## src/rtl/necfan_pkg.sv

```systemverilog
`timescale 1ns / 1ps
// ----------------------------------------------------------------------------
// necfan_pkg
// Shared types, constants and helpers for the NEC IR fan control decoder.
// ----------------------------------------------------------------------------
package necfan_pkg;

    // Frame geometry
    localparam int CODE_BITS       = 32;
    localparam int MAX_ENTRIES     = 128;
    localparam int IDX_W           = $clog2(MAX_ENTRIES);
    localparam int LAST_DATA_ENTRY = 2 + 2 * CODE_BITS;
    localparam int MIN_FRAME       = 2 * CODE_BITS + 4;
    localparam int RPT_LAST_ENTRY  = 3;

    // Duration and window widths
    localparam int DUR_W   = 16;
    localparam int WIN_N   = 12;
    localparam int SLOT_W  = $clog2(WIN_N);
    localparam int NOM_W   = 14;
    localparam int NUM_W   = 21;
    localparam int DEN_W   = 15;
    localparam int BCNT_W  = $clog2(NUM_W);

    // Configuration register indexes
    localparam int CFG_IDX_W = 2;
    localparam int CFG_DATA_W = 8;
    localparam logic [CFG_IDX_W-1:0] CFG_TOLERANCE   = 2'd0;
    localparam logic [CFG_IDX_W-1:0] CFG_TICK        = 2'd1;
    localparam logic [CFG_IDX_W-1:0] CFG_MARK_EXCESS = 2'd2;

    localparam logic [5:0] TOL_RESET    = 6'd25;
    localparam logic [7:0] TICK_RESET   = 8'd50;
    localparam logic [7:0] EXCESS_RESET = 8'd100;

    // Window slots (each slot holds a low/high pair)
    localparam int W_HDR_MARK   = 0;
    localparam int W_BIT_MARK   = 1;
    localparam int W_HDR_SPACE  = 2;
    localparam int W_RPT_SPACE  = 3;
    localparam int W_ONE_SPACE  = 4;
    localparam int W_ZERO_SPACE = 5;

    // Fan codes
    localparam logic [CODE_BITS-1:0] CODE_TOGGLE = 32'h00ff22dd;
    localparam logic [CODE_BITS-1:0] CODE_UP     = 32'h00ff02fd;
    localparam logic [CODE_BITS-1:0] CODE_DOWN   = 32'h00ffc23d;
    localparam logic [2:0] SPEED_MAX = 3'd6;
    localparam logic [2:0] SPEED_MIN = 3'd1;

    typedef logic [DUR_W-1:0] win_val_t;
    typedef win_val_t [WIN_N-1:0] win_tbl_t;

    // Windows for tolerance 25, tick 50, excess 100 (lo, hi per slot)
    localparam win_tbl_t WIN_RESET = {
        16'd12,  16'd6,     // zero space
        16'd40,  16'd23,    // one space
        16'd54,  16'd32,    // repeat space
        16'd111, 16'd66,    // header space
        16'd17,  16'd9,     // bit mark
        16'd228, 16'd136    // header mark
    };

    // Nominal duration in us of a window slot
    function automatic logic [NOM_W-1:0] slot_nominal(input logic [2:0] slot);
        logic [NOM_W-1:0] nom;
        unique case (slot)
            3'd0:    nom = 14'd9000;
            3'd1:    nom = 14'd560;
            3'd2:    nom = 14'd4500;
            3'd3:    nom = 14'd2250;
            3'd4:    nom = 14'd1690;
            3'd5:    nom = 14'd560;
            default: nom = 14'd0;
        endcase
        return nom;
    endfunction

endpackage

```

## src/rtl/nec_ir_decoder_fan_control.sv

```systemverilog
`timescale 1ns / 1ps
// ----------------------------------------------------------------------------
// nec_ir_decoder_fan_control
// NEC IR frame decoder with fan on/off and speed state.
// ----------------------------------------------------------------------------
// Path: an accepted beat is held in the input register; it then updates the
//   frame state and, on a last entry, the result (two-register path).
// Throughput: one duration per cycle while no result waits for m_tready. During
//   a config write and while the shared serial divider rebuilds the 12 window
//   bounds (a multiply load step, then 21 quotient bits each), the input stalls.
// Reset: windows load the default-config bounds at once; no clearing pass.
// ----------------------------------------------------------------------------
module nec_ir_decoder_fan_control
    import necfan_pkg::*;
(
    input  logic                  clk,
    input  logic                  rst_n,
    // input stream
    input  logic                  s_tvalid,
    output logic                  s_tready,
    input  logic [23:0]           s_tdata,   // [15:0] duration_ticks, [16] motor_fault
    input  logic                  s_tlast,   // last_entry
    // result stream
    output logic                  m_tvalid,
    input  logic                  m_tready,
    output logic [39:0]           m_tdata,   // [31:0] code_word, [32] fan_on,
                                             // [35:33] speed_level, [36] start_motor,
                                             // [37] stop_motor
    output logic [1:0]            m_tuser,   // [0] decode_ok, [1] is_repeat
    // config write port
    input  logic                  cfg_we,
    input  logic [CFG_IDX_W-1:0]  cfg_index,
    input  logic [CFG_DATA_W-1:0] cfg_data
);

    logic                  calc_busy;
    win_tbl_t              win;

    // input stage
    logic                  s1_valid_reg;
    logic [DUR_W-1:0]      s1_dur_reg;
    logic                  s1_last_reg;
    logic                  s1_fault_reg;
    logic                  s1_fire;
    logic                  in_fire;

    // frame tracking
    logic [IDX_W-1:0]      idx_reg, idx_next;
    logic                  fgood_reg, fgood_next;
    logic                  rgood_reg, rgood_next;
    logic [CODE_BITS-1:0]  shift_reg, shift_next;
    logic                  fan_reg, fan_next;
    logic [2:0]            speed_reg, speed_next;

    // result register
    logic                  out_valid_reg;
    logic                  ok_reg, rep_reg, start_reg, stop_reg;
    logic [CODE_BITS-1:0]  code_reg;
    logic                  ok_next, rep_next, start_next, stop_next;
    logic [CODE_BITS-1:0]  code_next;

    // window hits
    logic                  hit_hm, hit_bm, hit_hs, hit_rs, hit_one, hit_zero;

    necfan_win_calc u_win_calc (
        .clk       (clk),
        .rst_n     (rst_n),
        .cfg_we    (cfg_we),
        .cfg_index (cfg_index),
        .cfg_data  (cfg_data),
        .busy      (calc_busy),
        .win       (win)
    );

    // handshake
    assign s1_fire  = s1_valid_reg && (!out_valid_reg || m_tready);
    assign s_tready = !calc_busy && !cfg_we && (!s1_valid_reg || s1_fire);
    assign in_fire  = s_tvalid && s_tready;

    always_ff @(posedge clk or negedge rst_n)
    begin
        if (!rst_n)
        begin
            s1_valid_reg <= 1'b0;
        end
        else if (in_fire)
        begin
            s1_valid_reg <= 1'b1;
        end
        else if (s1_fire)
        begin
            s1_valid_reg <= 1'b0;
        end
    end

    always_ff @(posedge clk)
    begin
        if (in_fire)
        begin
            s1_dur_reg   <= s_tdata[DUR_W-1:0];
            s1_fault_reg <= s_tdata[DUR_W];
            s1_last_reg  <= s_tlast;
        end
    end

    // window compares
    assign hit_hm   = s1_dur_reg >= win[2*W_HDR_MARK]   && s1_dur_reg <= win[2*W_HDR_MARK+1];
    assign hit_bm   = s1_dur_reg >= win[2*W_BIT_MARK]   && s1_dur_reg <= win[2*W_BIT_MARK+1];
    assign hit_hs   = s1_dur_reg >= win[2*W_HDR_SPACE]  && s1_dur_reg <= win[2*W_HDR_SPACE+1];
    assign hit_rs   = s1_dur_reg >= win[2*W_RPT_SPACE]  && s1_dur_reg <= win[2*W_RPT_SPACE+1];
    assign hit_one  = s1_dur_reg >= win[2*W_ONE_SPACE]  && s1_dur_reg <= win[2*W_ONE_SPACE+1];
    assign hit_zero = s1_dur_reg >= win[2*W_ZERO_SPACE] && s1_dur_reg <= win[2*W_ZERO_SPACE+1];

    // per-beat decode and fan update
    always_comb
    begin
        idx_next   = idx_reg;
        fgood_next = fgood_reg;
        rgood_next = rgood_reg;
        shift_next = shift_reg;
        fan_next   = fan_reg;
        speed_next = speed_reg;
        ok_next    = 1'b0;
        rep_next   = 1'b0;
        start_next = 1'b0;
        stop_next  = 1'b0;
        code_next  = '0;

        // duration checks by position
        if (idx_reg == IDX_W'(1))
        begin
            if (!hit_hm)
            begin
                fgood_next = 1'b0;
                rgood_next = 1'b0;
            end
        end
        else if (idx_reg == IDX_W'(2))
        begin
            if (!hit_rs)
            begin
                rgood_next = 1'b0;
            end
            if (!hit_hs)
            begin
                fgood_next = 1'b0;
            end
        end
        else if (idx_reg >= IDX_W'(3) && idx_reg <= IDX_W'(LAST_DATA_ENTRY))
        begin
            if (idx_reg == IDX_W'(RPT_LAST_ENTRY) && !hit_bm)
            begin
                rgood_next = 1'b0;
            end
            // odd entries are bit marks, even ones bit spaces
            priority if (idx_reg[0])
            begin
                if (!hit_bm)
                begin
                    fgood_next = 1'b0;
                end
            end
            else if (hit_one)
            begin
                shift_next = {shift_reg[CODE_BITS-2:0], 1'b1};
            end
            else if (hit_zero)
            begin
                shift_next = {shift_reg[CODE_BITS-2:0], 1'b0};
            end
            else
            begin
                fgood_next = 1'b0;
            end
        end

        if (!s1_last_reg)
        begin
            if (idx_reg != IDX_W'(MAX_ENTRIES - 1))
            begin
                idx_next = idx_reg + 1'b1;
            end
        end
        else
        begin
            // frame outcome
            priority if (idx_reg == IDX_W'(RPT_LAST_ENTRY) && rgood_next)
            begin
                ok_next  = 1'b1;
                rep_next = 1'b1;
            end
            else if (fgood_next && idx_reg >= IDX_W'(MIN_FRAME - 1))
            begin
                ok_next   = 1'b1;
                code_next = shift_next;
                priority if (shift_next == CODE_TOGGLE)
                begin
                    if (!fan_reg)
                    begin
                        if (!s1_fault_reg)
                        begin
                            fan_next   = 1'b1;
                            start_next = 1'b1;
                        end
                    end
                    else
                    begin
                        fan_next  = 1'b0;
                        stop_next = 1'b1;
                    end
                end
                else if (shift_next == CODE_UP)
                begin
                    speed_next = (speed_reg < SPEED_MAX) ? speed_reg + 1'b1 : SPEED_MAX;
                end
                else if (shift_next == CODE_DOWN)
                begin
                    speed_next = (speed_reg > SPEED_MIN) ? speed_reg - 1'b1 : speed_reg;
                    if (speed_next > SPEED_MAX)
                    begin
                        speed_next = SPEED_MAX;
                    end
                    if (speed_next < SPEED_MIN)
                    begin
                        speed_next = SPEED_MIN;
                    end
                end
            end
            // frame tracking back to idle
            idx_next   = '0;
            fgood_next = 1'b1;
            rgood_next = 1'b1;
            shift_next = '0;
        end
    end

    // state registers
    always_ff @(posedge clk or negedge rst_n)
    begin
        if (!rst_n)
        begin
            idx_reg   <= '0;
            fgood_reg <= 1'b1;
            rgood_reg <= 1'b1;
            shift_reg <= '0;
            fan_reg   <= 1'b0;
            speed_reg <= SPEED_MIN;
        end
        else if (s1_fire)
        begin
            idx_reg   <= idx_next;
            fgood_reg <= fgood_next;
            rgood_reg <= rgood_next;
            shift_reg <= shift_next;
            fan_reg   <= fan_next;
            speed_reg <= speed_next;
        end
    end

    // result register
    always_ff @(posedge clk or negedge rst_n)
    begin
        if (!rst_n)
        begin
            out_valid_reg <= 1'b0;
        end
        else if (s1_fire && s1_last_reg)
        begin
            out_valid_reg <= 1'b1;
        end
        else if (m_tready)
        begin
            out_valid_reg <= 1'b0;
        end
    end

    always_ff @(posedge clk)
    begin
        if (s1_fire && s1_last_reg)
        begin
            ok_reg    <= ok_next;
            rep_reg   <= rep_next;
            code_reg  <= code_next;
            start_reg <= start_next;
            stop_reg  <= stop_next;
        end
    end

    // fan state in the result is the state after the frame
    assign m_tvalid = out_valid_reg;
    assign m_tuser  = {rep_reg, ok_reg};
    assign m_tdata  = {2'b00, stop_reg, start_reg, speed_reg, fan_reg, code_reg};

    // assertions
    a_speed_range: assert property (@(posedge clk) disable iff (!rst_n)
        m_tvalid |-> speed_reg >= SPEED_MIN && speed_reg <= SPEED_MAX)
        else $error("speed level out of range");

    a_start_stop: assert property (@(posedge clk) disable iff (!rst_n)
        m_tvalid |-> !(start_reg && stop_reg) && (!start_reg || fan_reg)
                     && (!stop_reg || !fan_reg))
        else $error("motor command disagrees with fan state");

    a_repeat_ok: assert property (@(posedge clk) disable iff (!rst_n)
        (m_tvalid && rep_reg) |-> ok_reg && code_reg == '0)
        else $error("repeat result malformed");

    a_frame_clear: assert property (@(posedge clk) disable iff (!rst_n)
        (s1_fire && s1_last_reg) |=> idx_reg == '0 && fgood_reg && rgood_reg)
        else $error("frame tracking not cleared after last entry");

    a_no_accept_busy: assert property (@(posedge clk) disable iff (!rst_n)
        (calc_busy && s_tvalid) |=> !s1_valid_reg || $stable(s1_dur_reg))
        else $error("beat taken while windows rebuild");

endmodule

```

## src/rtl/necfan_win_calc.sv

```systemverilog
`timescale 1ns / 1ps
// ----------------------------------------------------------------------------
// necfan_win_calc
// Config registers and the tick window table; recomputes all twelve window
// bounds with one shared restoring divider after each register write.
// ----------------------------------------------------------------------------
module necfan_win_calc
    import necfan_pkg::*;
(
    input  logic                  clk,
    input  logic                  rst_n,
    input  logic                  cfg_we,
    input  logic [CFG_IDX_W-1:0]  cfg_index,
    input  logic [CFG_DATA_W-1:0] cfg_data,
    output logic                  busy,
    output win_tbl_t              win
);

    typedef enum logic [2:0] {
        CS_IDLE = 3'b001,
        CS_LOAD = 3'b010,
        CS_DIV  = 3'b100
    } calc_state_t;

    calc_state_t        state_reg, state_next;
    logic [5:0]         tol_reg;
    logic [7:0]         tick_reg;
    logic [7:0]         excess_reg;
    logic [SLOT_W-1:0]  slot_reg, slot_next;
    logic [BCNT_W-1:0]  bcnt_reg, bcnt_next;
    logic [NUM_W-1:0]   num_reg, num_next;
    logic [DEN_W-1:0]   den_reg, den_next;
    logic [DEN_W-1:0]   rem_reg, rem_next;
    win_val_t           win_reg [WIN_N];

    logic               cfg_hit;
    logic               slot_is_mark;
    logic [NOM_W-1:0]   nominal;
    logic [NOM_W-1:0]   m_val;
    logic [7:0]         factor;
    logic [7:0]         tick_eff;
    logic [NUM_W:0]     prod;
    logic [DEN_W:0]     trial;
    logic               q_bit;
    logic [NUM_W-1:0]   quot;
    win_val_t           win_val;
    logic               win_we;

    // a write to a known register restarts the recompute
    assign cfg_hit = cfg_we && (cfg_index == CFG_TOLERANCE || cfg_index == CFG_TICK
                                || cfg_index == CFG_MARK_EXCESS);

    // numerator and denominator of the current slot
    assign slot_is_mark = (slot_reg[SLOT_W-1:1] == 3'(W_HDR_MARK))
                       || (slot_reg[SLOT_W-1:1] == 3'(W_BIT_MARK));
    assign nominal  = slot_nominal(slot_reg[SLOT_W-1:1]);
    assign m_val    = slot_is_mark ? nominal + {6'd0, excess_reg}
                                   : nominal - {6'd0, excess_reg};
    assign factor   = slot_reg[0] ? 8'd100 + {2'd0, tol_reg} : 8'd100 - {2'd0, tol_reg};
    assign tick_eff = (tick_reg == 8'd0) ? 8'd1 : tick_reg;
    assign prod     = {8'd0, m_val} * {14'd0, factor};

    // one restoring step per cycle
    assign trial = {rem_reg, num_reg[NUM_W-1]};
    assign q_bit = (trial >= {1'b0, den_reg});
    assign quot  = {num_reg[NUM_W-2:0], q_bit};
    assign win_val = quot[DUR_W-1:0] + {{(DUR_W-1){1'b0}}, slot_reg[0]};
    assign win_we  = (state_reg == CS_DIV) && (bcnt_reg == BCNT_W'(NUM_W - 1));

    // sequencer
    always_comb
    begin
        state_next = state_reg;
        slot_next  = slot_reg;
        bcnt_next  = bcnt_reg;
        num_next   = num_reg;
        den_next   = den_reg;
        rem_next   = rem_reg;
        unique case (state_reg)
            CS_IDLE:
            begin
            end
            CS_LOAD:
            begin
                num_next   = prod[NUM_W-1:0];
                den_next   = {7'd0, tick_eff} * 15'd100;
                rem_next   = '0;
                bcnt_next  = '0;
                state_next = CS_DIV;
            end
            CS_DIV:
            begin
                num_next = quot;
                rem_next = q_bit ? DEN_W'(trial - {1'b0, den_reg}) : trial[DEN_W-1:0];
                bcnt_next = bcnt_reg + 1'b1;
                if (win_we)
                begin
                    if (slot_reg == SLOT_W'(WIN_N - 1))
                    begin
                        state_next = CS_IDLE;
                    end
                    else
                    begin
                        slot_next  = slot_reg + 1'b1;
                        state_next = CS_LOAD;
                    end
                end
            end
            default:
            begin
                state_next = CS_IDLE;
            end
        endcase
        if (cfg_hit)
        begin
            state_next = CS_LOAD;
            slot_next  = '0;
        end
    end

    // control and config registers
    always_ff @(posedge clk or negedge rst_n)
    begin
        if (!rst_n)
        begin
            state_reg  <= CS_IDLE;
            slot_reg   <= '0;
            bcnt_reg   <= '0;
            tol_reg    <= TOL_RESET;
            tick_reg   <= TICK_RESET;
            excess_reg <= EXCESS_RESET;
        end
        else
        begin
            state_reg <= state_next;
            slot_reg  <= slot_next;
            bcnt_reg  <= bcnt_next;
            if (cfg_we)
            begin
                unique case (cfg_index)
                    CFG_TOLERANCE:   tol_reg    <= cfg_data[5:0];
                    CFG_TICK:        tick_reg   <= cfg_data;
                    CFG_MARK_EXCESS: excess_reg <= cfg_data;
                    default:
                    begin
                    end
                endcase
            end
        end
    end

    // divider datapath
    always_ff @(posedge clk)
    begin
        num_reg <= num_next;
        den_reg <= den_next;
        rem_reg <= rem_next;
    end

    // window table, reset to the default-config bounds
    always_ff @(posedge clk or negedge rst_n)
    begin
        if (!rst_n)
        begin
            for (int i = 0; i < WIN_N; i++)
            begin
                win_reg[i] <= WIN_RESET[i];
            end
        end
        else if (win_we)
        begin
            win_reg[slot_reg] <= win_val;
        end
    end

    always_comb
    begin
        for (int i = 0; i < WIN_N; i++)
        begin
            win[i] = win_reg[i];
        end
    end

    assign busy = (state_reg != CS_IDLE);

    // assertions
    a_slot_range: assert property (@(posedge clk) disable iff (!rst_n)
        busy |-> slot_reg < SLOT_W'(WIN_N))
        else $error("window slot out of range");

    a_restart: assert property (@(posedge clk) disable iff (!rst_n)
        cfg_hit |=> state_reg == CS_LOAD && slot_reg == '0)
        else $error("config write did not restart window calc");

    a_load_to_div: assert property (@(posedge clk) disable iff (!rst_n)
        (state_reg == CS_LOAD && !cfg_hit) |=> state_reg == CS_DIV && bcnt_reg == '0)
        else $error("divide did not follow load");

    a_rem_bound: assert property (@(posedge clk) disable iff (!rst_n)
        (state_reg == CS_DIV && bcnt_reg != '0) |-> rem_reg < den_reg)
        else $error("divider remainder not below divisor");

endmodule
```

## config.mk

```make
export PLATFORM = sky130hd
export DESIGN_NAME = nec_ir_decoder_fan_control
export DESIGN_NICKNAME = d
export VERILOG_FILES = /design/src/rtl/necfan_pkg.sv /design/src/rtl/nec_ir_decoder_fan_control.sv /design/src/rtl/necfan_win_calc.sv
export SDC_FILE = /design/constraint.sdc
export NUM_CORES = 1
export LEC_CHECK = 0
export BUFFER_PORTS_ARGS = -buffer_cell sky130_fd_sc_hd__clkbuf_2
export CAP_MARGIN = 20
export CORE_UTILIZATION = 45
export DETAILED_ROUTE_END_ITERATION = 12
export PLACE_DENSITY = 0.73
export SLEW_MARGIN = 40
export SYNTH_ARGS = -nofsm -noshare
export SYNTH_HDL_FRONTEND = slang
export SYNTH_SLANG_ARGS = --single-unit
```

## constraint.sdc

```tcl
create_clock -name clk -period 8.7 [get_ports clk]
set_clock_uncertainty 0.05 [all_clocks]
set_input_delay 0.435 -clock clk [delete_from_list [all_inputs] [get_ports clk]]
set_output_delay 0.435 -clock clk [all_outputs]
set_load 0.03 [all_outputs]
```

After elaboration in Yosys (flattened, before gate mapping)
Cells that the tools add are included.
Word-level totals
  bits in latches: 0
  memory bits (writable): 0
  bits in read-only memories: 0
  memories: 0
  output and inout bits: 44
  flip-flop bits (word level): 376
  bits of input ports: 40
Operators by class
  multipliers: 2
  add/sub/neg operators: 11
  bitwise operators: 5
  shift-type cells: 0
  reduce and logical (&&, ||, !) cells: 49
  div/mod/pow operators: 0
  equal/unequal tests: 23
  mux-type cells: 67
  $lt $le $gt $ge: 22
Operator list (number)
  32-bit two-way mux: 7
  192-bit bitwise mux: 1
  32-bit by 24-bit equality test with 1-bit output, second input constant: 3
  16-bit greater-or-equal comparator: 6
  16-bit <= comparator: 6
  14-bit case mux with 5 select lines: 1
  16-bit demux with 4-bit select: 1
  3-bit two-way mux: 14
  21-bit case mux with 2 select lines: 1
  15-bit case mux with 2 select lines: 1
  1-bit two-way mux: 27
  14-bit by 8-bit multiplier with 21-bit output: 1
  1-bit logical AND: 18
  16-bit by 1-bit adder with 16-bit output: 1
  16-bit by 15-bit greater-or-equal comparator with 1-bit output: 1
  16-bit two-way mux: 1
  4-bit two-way mux: 4
  8-bit two-way mux: 2
  15-bit two-way mux: 1
  15-bit subtractor: 1
  14-bit by 8-bit adder with 14-bit output: 1
  7-bit by 2-bit equality test with 1-bit output, second input constant: 2
  14-bit two-way mux: 1
  7-bit two-way mux: 2
  47 further kinds: 75

Depth between registers and ports, before layout
  word-level depth: 19
  mapped depth: 33
  depth with buffers taken out: 32

Cells and area by module
A second synthesis with hierarchy kept.
Second synthesis, totals
  cells, all modules: 2786
  area total of the unflattened synthesis: 25933.6 um2
By module, submodules not included
  necfan_win_calc: sequential area each 7180.6 um2, area an instance 16281.9 um2, times used 1, cells each 1656
  nec_ir_decoder_fan_control: sequential area each 2801.4 um2, area an instance 9651.8 um2, times used 1, cells each 1130

Worst setup path before layout
No wires, ideal clock.
  path kind: reg2reg
  start point: reg u_win_calc.slot_reg[2]
  end point: reg u_win_calc.num_reg[20], data pin
  data required time: 8381 ps
  slack: 1453 ps
  arrival: 6928 ps
  stages on the path, launching flop included: 30
  path buffers: 2
  clock period less this slack: 7247 ps
  library setup time: 269 ps
  path through: dfrtp_1 > clkbuf_1 > nor2_1 > clkbuf_1 > mux2_2 > ha_1 > fa_1 > a21o_1 > a21oi_1 > o21bai_1 > a31o_2 > a21oi_1 > xor2_1 > or2_2 > fa_1 > inv_1 > fa_1 > fa_1 > inv_1 > fa_1 > inv_1 > ha_1 > or2_2 > a21oi_1 > a21oi_1 > a21oi_1 > o21ai_0 > a31oi_1 > xnor2_1 > o21ai_0
Between the ends
  longest elaborated chain between the ends: 7
RTL lines
  start: declaration: line necfan_win_calc.sv:29  | logic [SLOT_W-1:0] slot_reg, slot_next;
  start signal: assignment: line necfan_win_calc.sv:136  | slot_reg <= slot_next;
  3-bit equality test or 3-bit by 1-bit equality test with 1-bit output (tied branches): line necfan_pkg.sv:67, necfan_win_calc.sv:55
  2-bit OR reduction (no source line)
  14-bit case mux with 5 select lines: line necfan_pkg.sv:67  | unique case (slot)
  14-bit by 8-bit subtractor with 14-bit output or 14-bit by 8-bit adder with 14-bit output (tied branches): line necfan_win_calc.sv:58, necfan_win_calc.sv:57
  14-bit two-way mux *: line necfan_win_calc.sv:57  | assign m_val = slot_is_mark ? nominal + {6'd0, excess_reg}
  14-bit by 8-bit multiplier with 21-bit output *: line necfan_win_calc.sv:61  | assign prod = {8'd0, m_val} * {14'd0, factor};
  21-bit case mux with 2 select lines *: line necfan_win_calc.sv:79  | unique case (state_reg)
  named net u_win_calc.num_next[20]: line necfan_win_calc.sv:31  | logic [NUM_W-1:0] num_reg, num_next;
  end signal: assignment: line necfan_win_calc.sv:155  | num_reg <= num_next;
  end: declaration: line necfan_win_calc.sv:31
The timed path passes the listed nets; every way through them passes the cells marked *.
A chain may end at the register's enable or synchronous reset.

Worst setup path in the final report
  start point: reg u_win_calc.excess_reg[0]
  end point: reg u_win_calc.num_reg[20], data pin
Between the ends
  longest elaborated chain between the ends: 4
RTL lines
  start: declaration: line necfan_win_calc.sv:28  | logic [7:0] excess_reg;
  start signal: assignment: line necfan_win_calc.sv:143  | CFG_MARK_EXCESS: excess_reg <= cfg_data;
  14-bit by 8-bit subtractor with 14-bit output or 14-bit by 8-bit adder with 14-bit output (tied branches): line necfan_win_calc.sv:58, necfan_win_calc.sv:57
  14-bit two-way mux *: line necfan_win_calc.sv:57
  14-bit by 8-bit multiplier with 21-bit output *: line necfan_win_calc.sv:61
  21-bit case mux with 2 select lines *: line necfan_win_calc.sv:79
  named net u_win_calc.num_next[20]: line necfan_win_calc.sv:31
Marked as above.

==> results.cfg <==
[logic_synthesis]
synthMostInstantiatedCell = nand2_1
syn_area_mm2 = 0.0256
yosys.cell_types.count = 85
yosys.area.top_type_share = 0.222
synth_commonest_cells = nand2_1 (352), inv_1 (344), ha_1 (305)
synth_ff_type = dfrtp_1
seq_area_frac_synth = 0.391
synth_top_cell_by_area = dfrtp_1
postSynthCellCount = 2728
synth_edf_count = 103
yosysWarnings = 0
ys_seq_elements = 376
postSynthAreaPerCell_um2 = 9.37
async_flop_share = 0.726
yosys-top-cells-area = dfrtp_1 (22%), ha_1 (15%), edfxtp_1 (12%), fa_1 (6.0%), nand2_1 (5.2%)

[cts]
htree_levels = 2
cts-root-buf = clkbuf_16
numClockSinks = 376
cts_tree = done
worstSkewPairLatency_ps = 580
clkTransAtPathRegs_ps = 60
clockBufferDepth = 3
cts-buffers-inserted = 42

[setup_path]
ff2ff_setup_slack_ps = 500
critPathMostFrequentCell = a21oi_1
cp-start-kind = flip-flop
cp_max_fo = 8
cp_slowest_stage_delay_ps = 570
cp-endpoint = u_win_calc.num_reg[20]$_DFFE_PN_
r2r_end = u_win_calc.num_reg[20]$_DFFE_PN_
critPathSlowestCell = xnor2_1
cp_data_required_time_ps = 8960
reg2regPathDepth = 32
critPathKind = reg2reg
crit-reg2reg-launch = u_win_calc.excess_reg[0]$_DFFE_PN0P_
end_kind = flip-flop
startpoint = u_win_calc.excess_reg[0]$_DFFE_PN0P_
crit_arrival_ps = 8460

[timing]
finalSetupTns_ps = 0
tightest_slew_ps = 897
hold_violations = 0
fmax_mhz = 122
whs_ps = 64.7
fin_crit_sh = 0.943
layout_min_cycle_time_ps = 8200
maxSlewViolCount = 0
setup_viol = 0
max_slew_margin = 0.402
rsz0062_at_grt = no

[power]
peakVddDrop_mv = 0.353
cellLeakagePower_nw = 12.8
powerDensity_mw_per_mm2 = 293
power_mw = 8.35

[routing]
wl_per_cell_um = 17.2
antenna_left = 0
dr_total_vias = 19590
first_pass_iters = 5
routed_wl_um = 61600
vias_per_cell = 5.48
drtIter0Drc = 1198
drc_errors = 0

[place]
placed_area_mm2 = 0.0268
gp_congestion = 0.887
post-dp-hpwl_um = 44000
io_buffers = 74

[finish]
largest_reg_flops = 192
seq_area_mm2 = 0.00998
n_antenna_cell = 0
area_growth_pct = 11.4
multi_input_area_mm2 = 0.0140
final_net_count = 3213
fill_cells = 4972
design_area_mm2 = 0.0285
layout-drive-gt1-share = 0.116

[global_routing]
first_global_vias = 19994
grt-ovfl-total = 0
grt_pass1_wl_um = 99800
antenna_found_initial = 1
grt_usage = 0.217
grt_max_degree = 160

[floorplanning]
start_util = 0.459
fp-row-count = 86
ios = 84
die_height_um = 240
die_w_um = 240
die-area_mm2 = 0.0577
core-area_mm2 = 0.0556

[run]
cap_violations = 0

[worst_hold_path]
holdCritPathClass = in2reg

[run_status]
outcome = complete, no violations
-- power breakdown --
group | total, mW | internal [mW] | leakage (nW) | switching (mW)
clock network | 1.83 | 1.09 | 0.703 | 0.742
logic | 4.24 | 1.82 | 7.64 | 2.42
registers | 2.28 | 2.14 | 4.45 | 0.134
total | 8.35 | 5.06 | 12.8 | 3.30
-- routing by layer --
metal / routed length [µm] / GRT usage
met5: 13 / 0
met4: 1880 / 0.0760
met3: 3320 / 0.0378
met2: 30500 / 0.380
met1: 25900 / 0.266
-- layout make-up --
| type | count | share of cell area |
|---|---|---|
| inverters | 345 | 0.0455 |
| multi-input cells | 1903 | 0.491 |
| repair buffers | 124 | 0.0301 |
| clock buffers | 63 | 0.0440 |
| well taps | 748 | 0.0329 |
| clock inverters | 14 | 0.00598 |
| flip-flops and latches | 376 | 0.351 |
-- kinds of logic after synthesis --
family / Yosys count / synth area share
AO/OA/AOI/OAI: 608 / 0.143
XOR/XNOR: 70 / 0.0240
adder cells (fa/ha/maj): 381 / 0.209
buffers and inverters: 450 / 0.0676
flip-flops: 376 / 0.391
multiplexers: 60 / 0.0255
other: 1 / 0.000147
AND/OR/NAND/NOR: 782 / 0.140
-- timing repair --
| item | CTS | global route |
|---|---|---|
| hold buffers | 19 | 0 |
| gates resized for setup | 0 | 1 |
| buffers inserted | 0 | 0 |
| setup endpoints to repair | 0 | 1 |
| hold endpoints to repair | 54 | 0 |
-- stage by stage --
| step | utilization | setup slack (ps) | instances |
|---|---|---|---|
| 5_1_grt | 0.512 | 54.5 | 3573 |
| 2_1_floorplan | - | 1450 | 2729 |
| 6_report | 0.512 | 496 | 3573 |
| 3_5_place_dp | 0.481 | 583 | 3476 |
| 3_3_place_gp | 0.480 | 839 | 3475 |
| 4_1_cts | 0.510 | 536 | 3572 |
-- worst min-delay path by stage --
stage | startpoint | endpoint | slack, ps | cells after the start
detailed placement | rst_n | u_win_calc.win[164]$_DFFE_PN0P_ | 310 | 1
floorplan | rst_n | fan_reg$_DFFE_PN0P_ | 90 | 0
finish | cfg_data[3] | u_win_calc.tol_reg[3]$_DFFE_PN1P_ | 60 | 3
global placement | u_win_calc.win[141]$_DFFE_PN0P_ | u_win_calc.win[141]$_DFFE_PN0P_ | 410 | 2
CTS | cfg_data[3] | u_win_calc.tol_reg[3]$_DFFE_PN1P_ | 50 | 3
global route | cfg_data[3] | u_win_calc.tol_reg[3]$_DFFE_PN1P_ | 60 | 3
-- critical path, delay by kind of cell (launching register included) --
kind,cells,cell delay (ps)
adder cells (fa/ha/maj),7,2910
AO/OA/AOI/OAI,13,2250
XOR/XNOR,3,980
AND/OR/NAND/NOR,5,880
buffers and inverters,4,450
flip-flops,1,420
-- cells in the final DEF, fill, tap and decap left out, drive strengths merged, types with 15 or more instances in the layout --
| master | instances |
|---|---|
| dlygate4sd3 | 19 |
| and2 | 15 |
| fa | 76 |
| nor2 | 193 |
| clkbuf | 136 |
| inv | 346 |
| mux2i | 19 |
| mux2 | 41 |
| buf | 32 |
| dfstp | 46 |
| nand2 | 353 |
| nand4 | 32 |
| dfrtp | 227 |
| edfxtp | 103 |
| a21o | 51 |
| xor2 | 27 |
| o21ai | 260 |
| nand3 | 27 |
| a21boi | 36 |
| nand2b | 28 |
| nor2b | 28 |
| nor3 | 25 |
| a21oi | 152 |
| or2 | 29 |
| xnor2 | 43 |
| ha | 305 |
(Power assumes the default switching activity.)
